<file path="src/design/dtp_pkg.sv">
// Shared types and constants for the date-time string parser.
package dtp_pkg;

   localparam int ACC_W   = 14;
   localparam int SMALL_W = 7;
   localparam int COUNT_W = 3;

   localparam logic [7:0] CHAR_DASH  = 8'h2d;
   localparam logic [7:0] CHAR_SPACE = 8'h20;
   localparam logic [7:0] CHAR_COLON = 8'h3a;
   localparam logic [7:0] CHAR_PLUS  = 8'h2b;
   localparam logic [7:0] CHAR_ZERO  = 8'h30;
   localparam logic [7:0] CHAR_NINE  = 8'h39;
   localparam logic [7:0] CHAR_TAB   = 8'h09;
   localparam logic [7:0] CHAR_CR    = 8'h0d;

   localparam logic [COUNT_W-1:0] YEAR_MAX_CHARS  = 3'd4;
   localparam logic [COUNT_W-1:0] FIELD_MAX_CHARS = 3'd2;

   localparam logic [ACC_W-1:0]   YEAR_BASE  = 14'd1900;
   localparam logic [SMALL_W-1:0] MONTH_MAX  = 7'd12;
   localparam logic [SMALL_W-1:0] DAY_MAX    = 7'd31;
   localparam logic [SMALL_W-1:0] HOUR_MAX   = 7'd23;
   localparam logic [SMALL_W-1:0] MINUTE_MAX = 7'd59;

   typedef enum logic [2:0] {
      FIELD_YEAR,
      FIELD_MONTH,
      FIELD_DAY,
      FIELD_HOUR,
      FIELD_MINUTE,
      FIELD_SECOND
   } field_type;

   typedef enum logic [1:0] {
      PHASE_BLANK,
      PHASE_DIGITS,
      PHASE_DONE
   } phase_type;

   typedef struct packed {
      logic       last_char;
      logic       is_digit;
      logic [3:0] digit;
      logic       is_blank;
      logic       is_plus;
      logic       is_dash;
      logic       is_space;
      logic       is_colon;
   } char_item_type;

   typedef struct packed {
      logic        valid_res;
      logic [12:0] years_since_1900;
      logic [3:0]  month_index;
      logic [4:0]  day_of_month;
      logic [4:0]  hour_value;
      logic [5:0]  minute_value;
      logic [5:0]  second_value;
   } rsp_item_type;

endpackage

</file>
<file path="src/design/dtp_req_if.sv">
// Character input channel: valid/ready plus one character and end flag.
interface dtp_req_if;
   logic       valid;
   logic       ready;
   logic [7:0] text_char;
   logic       final_char;

   modport source (output valid, output text_char, output final_char, input ready);
   modport sink   (input valid, input text_char, input final_char, output ready);
endinterface

</file>
<file path="src/design/dtp_rsp_if.sv">
// Result channel: valid/ready plus the broken-down time.
interface dtp_rsp_if;
   logic        valid;
   logic        ready;
   logic        valid_res;
   logic [12:0] years_since_1900;
   logic [3:0]  month_index;
   logic [4:0]  day_of_month;
   logic [4:0]  hour_value;
   logic [5:0]  minute_value;
   logic [5:0]  second_value;

   modport source (output valid, output valid_res, output years_since_1900,
                   output month_index, output day_of_month, output hour_value,
                   output minute_value, output second_value, input ready);
   modport sink   (input valid, input valid_res, input years_since_1900,
                   input month_index, input day_of_month, input hour_value,
                   input minute_value, input second_value, output ready);
endinterface

</file>
<file path="src/design/dtp_front.sv">
// Front end: classifies each character and queues it in a two-entry FIFO.
module dtp_front (
   input  logic                   clock,
   input  logic                   reset,
   dtp_req_if.sink                req,
   output dtp_pkg::char_item_type item,
   output logic                   item_valid,
   input  logic                   item_pop
);
   import dtp_pkg::*;

   char_item_type mem_ff [2];
   char_item_type cls;
   logic          wr_ptr_ff, wr_ptr_in;
   logic          rd_ptr_ff, rd_ptr_in;
   logic [1:0]    count_ff, count_in;
   logic          push;
   logic          pop;

   always_comb begin
      cls.last_char = req.final_char;
      cls.is_digit  = (req.text_char >= CHAR_ZERO) && (req.text_char <= CHAR_NINE);
      cls.digit     = req.text_char[3:0];
      cls.is_blank  = (req.text_char == CHAR_SPACE) ||
                      ((req.text_char >= CHAR_TAB) && (req.text_char <= CHAR_CR));
      cls.is_plus   = (req.text_char == CHAR_PLUS);
      cls.is_dash   = (req.text_char == CHAR_DASH);
      cls.is_space  = (req.text_char == CHAR_SPACE);
      cls.is_colon  = (req.text_char == CHAR_COLON);
   end

   assign req.ready  = (count_ff != 2'd2);
   assign push       = req.valid && req.ready;
   assign item_valid = (count_ff != 2'd0);
   assign pop        = item_pop && item_valid;
   assign item       = mem_ff[rd_ptr_ff];

   always_comb begin
      wr_ptr_in = push ? ~wr_ptr_ff : wr_ptr_ff;
      rd_ptr_in = pop ? ~rd_ptr_ff : rd_ptr_ff;
      count_in  = count_ff + {1'b0, push} - {1'b0, pop};
   end

   always_ff @(posedge clock) begin
      if (reset) begin
         wr_ptr_ff <= 1'b0;
         rd_ptr_ff <= 1'b0;
         count_ff  <= 2'd0;
      end else begin
         wr_ptr_ff <= wr_ptr_in;
         rd_ptr_ff <= rd_ptr_in;
         count_ff  <= count_in;
      end
   end

   always_ff @(posedge clock) begin
      if (push) begin
         mem_ff[wr_ptr_ff] <= cls;
      end
   end

endmodule

</file>
<file path="src/design/dtp_back.sv">
// Back end: field parser, range checks and result register.
module dtp_back (
   input  logic                   clock,
   input  logic                   reset,
   input  dtp_pkg::char_item_type item,
   input  logic                   item_valid,
   output logic                   item_pop,
   dtp_rsp_if.source              rsp
);
   import dtp_pkg::*;

   field_type           field_ff, field_in;
   logic [COUNT_W-1:0]  count_ff, count_in;
   logic [ACC_W-1:0]    acc_ff, acc_in;
   phase_type           phase_ff, phase_in;
   logic                neg_ff, neg_in;
   logic                err_ff, err_in;
   logic [ACC_W-1:0]    year_ff, year_in;
   logic                year_neg_ff, year_neg_in;
   logic [SMALL_W-1:0]  mon_ff, mon_in, day_ff, day_in, hour_ff, hour_in, min_ff, min_in;
   logic                mon_neg_ff, mon_neg_in, day_neg_ff, day_neg_in;
   logic                hour_neg_ff, hour_neg_in, min_neg_ff, min_neg_in;
   logic                out_valid_ff, out_valid_in;
   rsp_item_type        out_ff, out_in;

   logic                has_sep;
   logic [COUNT_W-1:0]  limit;
   logic [ACC_W-1:0]    acc_x10;
   logic                ok;
   logic [ACC_W-1:0]    year_off;
   logic [SMALL_W-1:0]  mon_dec;

   // only a final character has to wait for the result register
   assign item_pop = item_valid && (!item.last_char || !out_valid_ff || rsp.ready);
   assign acc_x10  = {acc_ff[ACC_W-4:0], 3'b000} + {acc_ff[ACC_W-2:0], 1'b0};

   always_comb begin
      unique case (field_ff)
         FIELD_YEAR, FIELD_MONTH: has_sep = item.is_dash;
         FIELD_DAY:               has_sep = item.is_space;
         FIELD_HOUR, FIELD_MINUTE: has_sep = item.is_colon;
         default:                 has_sep = 1'b0;
      endcase
      limit = (field_ff == FIELD_YEAR) ? YEAR_MAX_CHARS : FIELD_MAX_CHARS;
   end

   always_comb begin
      field_in    = field_ff;
      count_in    = count_ff;
      acc_in      = acc_ff;
      phase_in    = phase_ff;
      neg_in      = neg_ff;
      err_in      = err_ff;
      year_in     = year_ff;
      year_neg_in = year_neg_ff;
      mon_in      = mon_ff;
      mon_neg_in  = mon_neg_ff;
      day_in      = day_ff;
      day_neg_in  = day_neg_ff;
      hour_in     = hour_ff;
      hour_neg_in = hour_neg_ff;
      min_in      = min_ff;
      min_neg_in  = min_neg_ff;

      if (item_pop && !err_ff) begin
         if (has_sep) begin
            unique case (field_ff)
               FIELD_YEAR: begin
                  year_in     = acc_ff;
                  year_neg_in = neg_ff;
                  field_in    = FIELD_MONTH;
               end
               FIELD_MONTH: begin
                  mon_in     = acc_ff[SMALL_W-1:0];
                  mon_neg_in = neg_ff;
                  field_in   = FIELD_DAY;
               end
               FIELD_DAY: begin
                  day_in     = acc_ff[SMALL_W-1:0];
                  day_neg_in = neg_ff;
                  field_in   = FIELD_HOUR;
               end
               FIELD_HOUR: begin
                  hour_in     = acc_ff[SMALL_W-1:0];
                  hour_neg_in = neg_ff;
                  field_in    = FIELD_MINUTE;
               end
               default: begin
                  min_in     = acc_ff[SMALL_W-1:0];
                  min_neg_in = neg_ff;
                  field_in   = FIELD_SECOND;
               end
            endcase
            count_in = '0;
            acc_in   = '0;
            phase_in = PHASE_BLANK;
            neg_in   = 1'b0;
         end else if (count_ff >= limit) begin
            err_in = 1'b1;
         end else begin
            count_in = count_ff + 3'd1;
            if (phase_ff == PHASE_BLANK && item.is_blank) begin
               phase_in = PHASE_BLANK;
            end else if (phase_ff == PHASE_BLANK && (item.is_plus || item.is_dash)) begin
               neg_in   = item.is_dash;
               phase_in = PHASE_DIGITS;
            end else if (phase_ff != PHASE_DONE && item.is_digit) begin
               acc_in   = acc_x10 + {{(ACC_W-4){1'b0}}, item.digit};
               phase_in = PHASE_DIGITS;
            end else begin
               phase_in = PHASE_DONE;
            end
         end
      end
   end

   always_comb begin
      ok = !err_in && (field_in == FIELD_SECOND) &&
           !year_neg_in && (year_in >= YEAR_BASE) &&
           !mon_neg_in && (mon_in != '0) && (mon_in <= MONTH_MAX) &&
           !day_neg_in && (day_in != '0) && (day_in <= DAY_MAX) &&
           (hour_in <= HOUR_MAX) && (!hour_neg_in || hour_in == '0) &&
           (min_in <= MINUTE_MAX) && (!min_neg_in || min_in == '0) &&
           (acc_in <= {{(ACC_W-SMALL_W){1'b0}}, MINUTE_MAX}) &&
           (!neg_in || acc_in == '0);
      year_off = year_in - YEAR_BASE;
      mon_dec  = mon_in - 7'd1;

      out_in = '0;
      if (ok) begin
         out_in.valid_res        = 1'b1;
         out_in.years_since_1900 = year_off[12:0];
         out_in.month_index      = mon_dec[3:0];
         out_in.day_of_month     = day_in[4:0];
         out_in.hour_value       = hour_in[4:0];
         out_in.minute_value     = min_in[5:0];
         out_in.second_value     = acc_in[5:0];
      end

      if (item_pop && item.last_char) begin
         out_valid_in = 1'b1;
      end else if (rsp.ready) begin
         out_valid_in = 1'b0;
      end else begin
         out_valid_in = out_valid_ff;
      end
   end

   always_ff @(posedge clock) begin
      if (reset || (item_pop && item.last_char)) begin
         field_ff    <= FIELD_YEAR;
         count_ff    <= '0;
         acc_ff      <= '0;
         phase_ff    <= PHASE_BLANK;
         neg_ff      <= 1'b0;
         err_ff      <= 1'b0;
         year_ff     <= '0;
         year_neg_ff <= 1'b0;
         mon_ff      <= '0;
         mon_neg_ff  <= 1'b0;
         day_ff      <= '0;
         day_neg_ff  <= 1'b0;
         hour_ff     <= '0;
         hour_neg_ff <= 1'b0;
         min_ff      <= '0;
         min_neg_ff  <= 1'b0;
      end else begin
         field_ff    <= field_in;
         count_ff    <= count_in;
         acc_ff      <= acc_in;
         phase_ff    <= phase_in;
         neg_ff      <= neg_in;
         err_ff      <= err_in;
         year_ff     <= year_in;
         year_neg_ff <= year_neg_in;
         mon_ff      <= mon_in;
         mon_neg_ff  <= mon_neg_in;
         day_ff      <= day_in;
         day_neg_ff  <= day_neg_in;
         hour_ff     <= hour_in;
         hour_neg_ff <= hour_neg_in;
         min_ff      <= min_in;
         min_neg_ff  <= min_neg_in;
      end
   end

   always_ff @(posedge clock) begin
      if (reset) begin
         out_valid_ff <= 1'b0;
      end else begin
         out_valid_ff <= out_valid_in;
      end
   end

   always_ff @(posedge clock) begin
      if (item_pop && item.last_char) begin
         out_ff <= out_in;
      end
   end

   assign rsp.valid            = out_valid_ff;
   assign rsp.valid_res        = out_ff.valid_res;
   assign rsp.years_since_1900 = out_ff.years_since_1900;
   assign rsp.month_index      = out_ff.month_index;
   assign rsp.day_of_month     = out_ff.day_of_month;
   assign rsp.hour_value       = out_ff.hour_value;
   assign rsp.minute_value     = out_ff.minute_value;
   assign rsp.second_value     = out_ff.second_value;

endmodule

</file>
<file path="src/design/datetime_string_parser.sv">
// Top level of the date-time string parser.
//
//   channel    port       dir  payload
//   ---------  ---------  ---  --------------------------------------------
//   request    req_port   in   text_char[7:0], final_char
//   response   rsp_port   out  valid_res, years_since_1900 .. second_value
//
// One character per cycle is sustained unless a held response stalls it;
// the final character passes the FIFO stage, then the result register.
// A held response stalls only the next final character; the request side
// stalls once that character and one more fill the two-entry FIFO.
// Synchronous reset clears the FIFO, the parse state and the response valid.
module datetime_string_parser (
   input  logic      clock,
   input  logic      reset,
   dtp_req_if.sink   req_port,
   dtp_rsp_if.source rsp_port
);
   import dtp_pkg::*;

   char_item_type item;
   logic          item_valid;
   logic          item_pop;

   dtp_front u_front (
      .clock      (clock),
      .reset      (reset),
      .req        (req_port),
      .item       (item),
      .item_valid (item_valid),
      .item_pop   (item_pop)
   );

   dtp_back u_back (
      .clock      (clock),
      .reset      (reset),
      .item       (item),
      .item_valid (item_valid),
      .item_pop   (item_pop),
      .rsp        (rsp_port)
   );

endmodule

</file>
<file path="src/flat_wrapper.sv">
// flat-port wrapper written by rule: the top's interface ports become plain ports
module datetime_string_parser_flat import dtp_pkg::*;
  (clock, reset, req_port_valid, req_port_text_char, req_port_final_char, req_port_ready, rsp_port_valid, rsp_port_valid_res, rsp_port_years_since_1900, rsp_port_month_index, rsp_port_day_of_month, rsp_port_hour_value, rsp_port_minute_value, rsp_port_second_value, rsp_port_ready);
  dtp_req_if req_port_i ();
  dtp_rsp_if rsp_port_i ();
  input  logic clock;
  input  logic reset;
  input wire logic [$bits(req_port_i.valid)-1:0] req_port_valid;
  input wire logic [$bits(req_port_i.text_char)-1:0] req_port_text_char;
  input wire logic [$bits(req_port_i.final_char)-1:0] req_port_final_char;
  output wire logic [$bits(req_port_i.ready)-1:0] req_port_ready;
  output wire logic [$bits(rsp_port_i.valid)-1:0] rsp_port_valid;
  output wire logic [$bits(rsp_port_i.valid_res)-1:0] rsp_port_valid_res;
  output wire logic [$bits(rsp_port_i.years_since_1900)-1:0] rsp_port_years_since_1900;
  output wire logic [$bits(rsp_port_i.month_index)-1:0] rsp_port_month_index;
  output wire logic [$bits(rsp_port_i.day_of_month)-1:0] rsp_port_day_of_month;
  output wire logic [$bits(rsp_port_i.hour_value)-1:0] rsp_port_hour_value;
  output wire logic [$bits(rsp_port_i.minute_value)-1:0] rsp_port_minute_value;
  output wire logic [$bits(rsp_port_i.second_value)-1:0] rsp_port_second_value;
  input wire logic [$bits(rsp_port_i.ready)-1:0] rsp_port_ready;
  assign req_port_i.valid = req_port_valid;
  assign req_port_i.text_char = req_port_text_char;
  assign req_port_i.final_char = req_port_final_char;
  assign req_port_ready = req_port_i.ready;
  assign rsp_port_valid = rsp_port_i.valid;
  assign rsp_port_valid_res = rsp_port_i.valid_res;
  assign rsp_port_years_since_1900 = rsp_port_i.years_since_1900;
  assign rsp_port_month_index = rsp_port_i.month_index;
  assign rsp_port_day_of_month = rsp_port_i.day_of_month;
  assign rsp_port_hour_value = rsp_port_i.hour_value;
  assign rsp_port_minute_value = rsp_port_i.minute_value;
  assign rsp_port_second_value = rsp_port_i.second_value;
  assign rsp_port_i.ready = rsp_port_ready;
  datetime_string_parser u_core (.clock(clock), .reset(reset), .req_port(req_port_i), .rsp_port(rsp_port_i));
endmodule
</file>
<file path="config.mk">
export PLATFORM = sky130hd
export DESIGN_NAME = datetime_string_parser_flat
export DESIGN_NICKNAME = d
export VERILOG_FILES = /design/src/design/dtp_pkg.sv /design/src/design/dtp_req_if.sv /design/src/design/dtp_rsp_if.sv /design/src/design/dtp_front.sv /design/src/design/dtp_back.sv /design/src/design/datetime_string_parser.sv /design/src/flat_wrapper.sv
export SDC_FILE = /design/constraint.sdc
export NUM_CORES = 1
export LEC_CHECK = 0
export BUFFER_PORTS_ARGS = -buffer_cell sky130_fd_sc_hd__buf_2
export CORE_ASPECT_RATIO = 0.5
export CORE_MARGIN = 3
export CORE_UTILIZATION = 25
export DETAILED_ROUTE_END_ITERATION = 10
export GPL_ROUTABILITY_DRIVEN = 0
export PLACE_DENSITY = 0.48
export SYNTH_ARGS = -nofsm -noshare
export SYNTH_HDL_FRONTEND = slang
export SYNTH_SLANG_ARGS = --single-unit
</file>
<file path="constraint.sdc">
create_clock -name clock -period 10 [get_ports clock]
set_input_delay 2 -clock clock [delete_from_list [all_inputs] [get_ports clock]]
set_output_delay 2 -clock clock [all_outputs]
set_load 0.02 [all_outputs]
</file>
* Word level (Yosys, flattened, before mapping)
Memory sizes are Yosys's and may differ from the RTL's. A register that Yosys moved wholly into a read port is not among the register bits.
Cells that the tools add are included.
** Word-level totals
- Register bits after elaboration :: 116
- RAM bits :: 22
- Input bits :: 13
- Output and inout bits :: 42
- Logic and storage cells :: 179
- Memories :: 1
** Operators by class
- Add/subtract/negate cells :: 7
- Order comparisons :: 11
- Equality and inequality tests :: 12
- Multiplexer cells :: 63
- Bitwise operators :: 2
- Reduce and logical (&&, ||, !) cells :: 56
** Memory list
- u_core.u_front.mem_ff :: depth 2, bits a word 11, read ports 1, clocked after memory_dff 1, wr ports 1, RTL line dtp_front.sv:12 : char_item_type mem_ff [2];
** Operator list (number)
- $mux 14 :: 9
- $mux 7 :: 12
- $mux 40 :: 1
- $eq 8x6->1 const B :: 4
- $mux 1 :: 29
- $logic_and 1x1->1 :: 25
- $mux 3 :: 5
- $add 14x14->14 :: 1
- $add 14x4->14 :: 1
- $ge 14x11->1 const B :: 1
- $le 14x6->1 const B :: 1
- $le 7x5->1 const B :: 2
- $logic_not 14->1 :: 1
- $logic_not 7->1 :: 2
- $reduce_bool 7->1 :: 2
- $sub 13x11->13 const B :: 1
- $pmux 3 s4 :: 1
- $logic_not 1->1 :: 10
- $mux 2 :: 5
- $ge 8x4->1 const B :: 1
- $ge 8x6->1 const B :: 1
- $le 8x4->1 const B :: 1
- $le 8x6->1 const B :: 1
- $logic_or 1x1->1 :: 8
- other kinds (19) :: 26

* Depth between registers and ports, before layout
- Depth after elaboration :: 23
- Gate-level depth with buffers :: 20
- Gate-level depth less buffers :: 16

* Modules after synthesis
From an unflattened synthesis, not the netlist that was laid out.
** Second synthesis, totals
- Cell total of the unflattened synthesis :: 658
- Area total of the unflattened synthesis :: 6822.8 um^2
** Modules (own cells, without submodules)
- dtp_back :: times used 1, cells each 581, area an instance 5693.0 um^2
- dtp_front :: times used 1, cells each 77, area an instance 1129.8 um^2

* Least setup slack after synthesis
OpenSTA, ideal clock, no wires.
- Path kind :: input to register
- Start point :: input port rsp_port_ready
- End point :: register u_core.u_back.out_ff, in the netlist u_core.u_back.rsp.second_value[5] (data pin)
- Setup time :: 170 ps
- Arrival time :: 5872 ps
- Required time :: 9830 ps
- Path slack :: 3958 ps
- Cell stages on the path :: 18
- Path through :: nor2b_1 -> a211oi_4 -> o2111ai_1 -> clkbuf_1 -> clkbuf_1 -> clkbuf_1 -> nand2_1 -> nand2_1 -> ha_1 -> o21a_1 -> a21o_1 -> a41oi_1 -> o21ai_0 -> o2111a_1 -> nand4_1 -> a2111o_1 -> buf_4 -> nor4b_2
** On the way
- Elaborated cells on any way between the ends :: 54
** RTL lines
- start, declared :: RTL line flat_wrapper.sv:20 : input wire logic [$bits(rsp_port_i.ready)-1:0] rsp_port_ready;
- $logic_or 1x1->1 :: RTL line dtp_back.sv:34 : assign item_pop = item_valid && (!item.last_char || !out_valid_ff || rsp.ready);
- $logic_and 1x1->1 :: RTL line dtp_back.sv:34
- $logic_and 1x1->1 :: RTL line dtp_back.sv:65 : if (item_pop && !err_ff) begin
- $mux 14 :: RTL line dtp_back.sv:65
- via u_core.u_back.year_in[3] :: RTL line dtp_back.sv:18 : logic [ACC_W-1:0] year_ff, year_in;
- $ge 14x11->1 :: RTL line dtp_back.sv:119 : !year_neg_in && (year_in >= YEAR_BASE) &&
- $logic_and 1x1->1 (2 in series) :: RTL line dtp_back.sv:119
- $logic_and 1x1->1 (3 in series) :: RTL line dtp_back.sv:120 : !mon_neg_in && (mon_in != '0) && (mon_in <= MONTH_MAX) &&
- $logic_and 1x1->1 (3 in series) :: RTL line dtp_back.sv:121 : !day_neg_in && (day_in != '0) && (day_in <= DAY_MAX) &&
- $logic_and 1x1->1 (2 in series) :: RTL line dtp_back.sv:122 : (hour_in <= HOUR_MAX) && (!hour_neg_in || hour_in == '0) &&
- $logic_and 1x1->1 (2 in series) :: RTL line dtp_back.sv:123 : (min_in <= MINUTE_MAX) && (!min_neg_in || min_in == '0) &&
- $logic_and 1x1->1 :: RTL line dtp_back.sv:124 : (acc_in <= {{(ACC_W-SMALL_W){1'b0}}, MINUTE_MAX}) &&
- end signal, assigned :: RTL line dtp_back.sv:197 : out_ff <= out_in;
- end, declared :: RTL line dtp_back.sv:24 : rsp_item_type out_ff, out_in;
The timed path passes the listed nets, and every way through them passes these cells.
A chain may end at the register's enable or synchronous reset.

* Worst setup path in the final report
- Start point :: input port rsp_port_ready
- End point :: register u_core.u_back.out_ff, in the netlist u_core.u_back.rsp.hour_value[3] (data pin)
The elaborated chain is that of the path after synthesis.

==> metrics.cfg <==
[outcome]
outcome=completed

[routing]
wl_mm=17.8
viasPerCell=4.61
first_pass_iters=4
post_drt_wl_per_cell_um=16.2
ant_nets=0
drtIter0Drc=326
route.detailed.drc=0
vias=5084

[synth]
synth_area_mm2=0.00708
synthCells=676
yosysSeqAreaShare_pct=48.1
syn_avg_cell_area_um2=10.5
synth_edf_count=62
ys_warn_count=0
synth-seq-cells=139
synth-async-reset-ratio_pct=0
synthFlopType=dfxtp_1
yosysUniqueCellTypes=70
synth_nets=720

[die]
fp.dieArea_mm2=0.0305
dieWidth_um=244
start_util_pct=26.1
die-height_um=125
core_mm2=0.0271
rows=42
io_pins=55

[clock_tree]
clock_path_buffers=2
cts_post_setup_buffers_inserted=0
cts_resized=0
clk-insertion-delay-late_ns=0.43
htreeDepth=4
clockRootBuffer=clkbuf_16
clk_pin_slew_ns=0.06
cts_sinks=139
cts_inserted_buffers=17
postCtsHoldBufs=0
cts_tree=done

[sta]
rsz0062_at_grt=no
finalMaxSlewViolations=0
relSlewSlack_pct=19.7
tightest_slew_ns=1.20
finalCriticalPeriod_ns=5.78
skew_ns=0.0115
post-route-period-util_pct=57.8
max_freq_mhz=173
finalHoldViolCount=0
setup_tns_ns=0
setup_viol=0

[worst_setup_path]
max_stage_delay_ns=0.84
arrival_ns=5.91
critPathKind=input port to register
crit_chain=buf_2, nor2b_1, a211oi_4, o2111ai_2, buf_4, nor2_1, a21oi_1, inv_1, ha_1, o21a_1, a21o_1, a41o_1, nand2_1, o21ai_0, o2111a_1, nand4_1, a2111o_2, nor4_2
cp_slowest_cell=a2111o_2
rr_worst_depth=16
startpoint_type=input port
worstPathRequired_ns=10.13
cp_max_fo=40
endpoint_kind=register

[global_route]
antenna_found_initial=0
grt_pass1_vias=5135
grt_max_degree=68
grt_pass1_wl_mm=29.3
track_usage_pct=12.2
grt_overflow=0

[placement]
numPlacedInstances=1070
dp_hpwl_mm=12.3
io_buffer_count=54

[pwr]
power_density_mw_per_mm2=210
ir_drop_v=0.000100
p_leak_nw=3.14

[cells_and_area]
final_common_cell=nor2_1
n_fill_cell=2828
area_growth_pct=17.1
seq_area_mm2=0.00340
instances_no_fill=1102
multi_input_area_mm2=0.00345
num_antenna_cells=0
final_cell_mix=nor2_1 (103), dfxtp_1 (77), edfxtp_1 (62)
final_layout_size_suffix_gt1_share_pct=20.5
nets=759

[hold_path]
hold_class=register to register
hold_depth=2

[flow_run]
maxCapViolations=0

synth_stat cells, types with 9 or more instances:
cell | number | area, µm²
a21oi_1 | 33 | 165
nand3_1 | 9 | 45.0
nand2_1 | 36 | 135
nor2b_1 | 14 | 87.6
clkbuf_1 | 27 | 101
ha_1 | 29 | 363
dfxtp_1 | 77 | 1540
inv_1 | 18 | 67.6
mux2i_1 | 50 | 500
nor4_2 | 34 | 425
xnor2_1 | 15 | 131
o21ai_0 | 18 | 90.1
xor2_1 | 12 | 105
nor2_1 | 103 | 387
edfxtp_1 | 62 | 1860
nor3_1 | 15 | 75.1
worst max-delay path: cells and delay by family:
kind            cells  cell delay (ns)
buf+inv             3             0.59
simple gates        5             0.64
compound gates      9             2.35
fa+ha+maj           1             0.24
logic make-up after synthesis:
kind of cell | count (synthesis) | share of synthesized area [%]
compound gates | 105 | 10.1
xor+xnor | 27 | 3.34
fa+ha+maj | 31 | 5.69
buf+inv | 59 | 3.59
flops | 139 | 48.1
mux | 55 | 7.92
simple gates | 260 | 21.3
registers in the layout, summed over array words and instances (netlist names), 2 cells and up, named ones only:
signal	count
u_core.u_front.mem_ff	22
u_core.u_back.field_ff	3
u_core.u_back.phase_ff	2
u_core.u_back.year_ff	14
u_core.u_back.rsp.month_index	4
u_core.u_back.rsp.minute_value	6
u_core.u_back.count_ff	3
u_core.u_back.day_ff	7
u_core.u_back.rsp.hour_value	5
u_core.u_back.rsp.second_value	6
u_core.u_front.count_ff	2
u_core.u_back.rsp.years_since_1900	13
u_core.u_back.acc_ff	14
u_core.u_back.mon_ff	7
u_core.u_back.rsp.day_of_month	5
u_core.u_back.hour_ff	7
u_core.u_back.min_ff	7
worst paths after layout:
| kind | slack, ns | endpoint | from |
|---|---|---|---|
| max | 4.22 | u_core.u_back.rsp.hour_value[3]$_SDFFCE_PN0P_ | rsp_port_ready |
| min | 0.49 | u_core.u_back.mon_neg_ff$_SDFF_PP0_ | u_core.u_back.mon_neg_ff$_SDFF_PP0_ |
| max reg2reg | 4.96 | u_core.u_back.rsp.hour_value[3]$_SDFFCE_PN0P_ | register |
| min reg2reg | 0.49 | u_core.u_back.mon_neg_ff$_SDFF_PP0_ | u_core.u_back.mon_neg_ff$_SDFF_PP0_ |
metal layers:
metal  routed length [µm]  share of wire (%)  global-route usage [%]
met4                  148               0.83                    2.96
met3                  667                3.7                    2.97
met1                 9320                 52                    17.8
met5                    0                  0                       0
met2                 7680                 43                    18.0
cell type report:
type                            count  share of cell area [%]
Tap cell                          374                    5.65
Timing Repair Buffer               61                    3.90
Clock inverter                     11                    1.27
Sequential cell                   139                    41.1
Clock buffer                       21                    5.68
Multi-Input combinational cell    478                    41.6
Inverter                           18                   0.815
power by group:
part           internal [mW]  switching (mW)
logic                  0.127           0.283
clock network          0.364           0.254
registers              0.674          0.0394
metrics by stage:
stage | hold slack, ns | power [mW] | instance area [µm²] | worst slack [ns] | utilization (%)
global route | 0.528 | 1.84 | 8290 | 3.85 | 30.6
CTS | 0.492 | 1.76 | 8290 | 4.17 | 30.6
detailed placement | 0.478 | 1.14 | 7710 | 3.72 | 28.4
floorplan | 0.454 | 1.01 | 7080 | 3.96 | -
global placement | 0.466 | 1.14 | 7710 | 3.81 | 28.4
finish | 0.486 | 1.74 | 8290 | 4.22 | 30.6
Note: power is estimated with default switching activity, not from simulation.
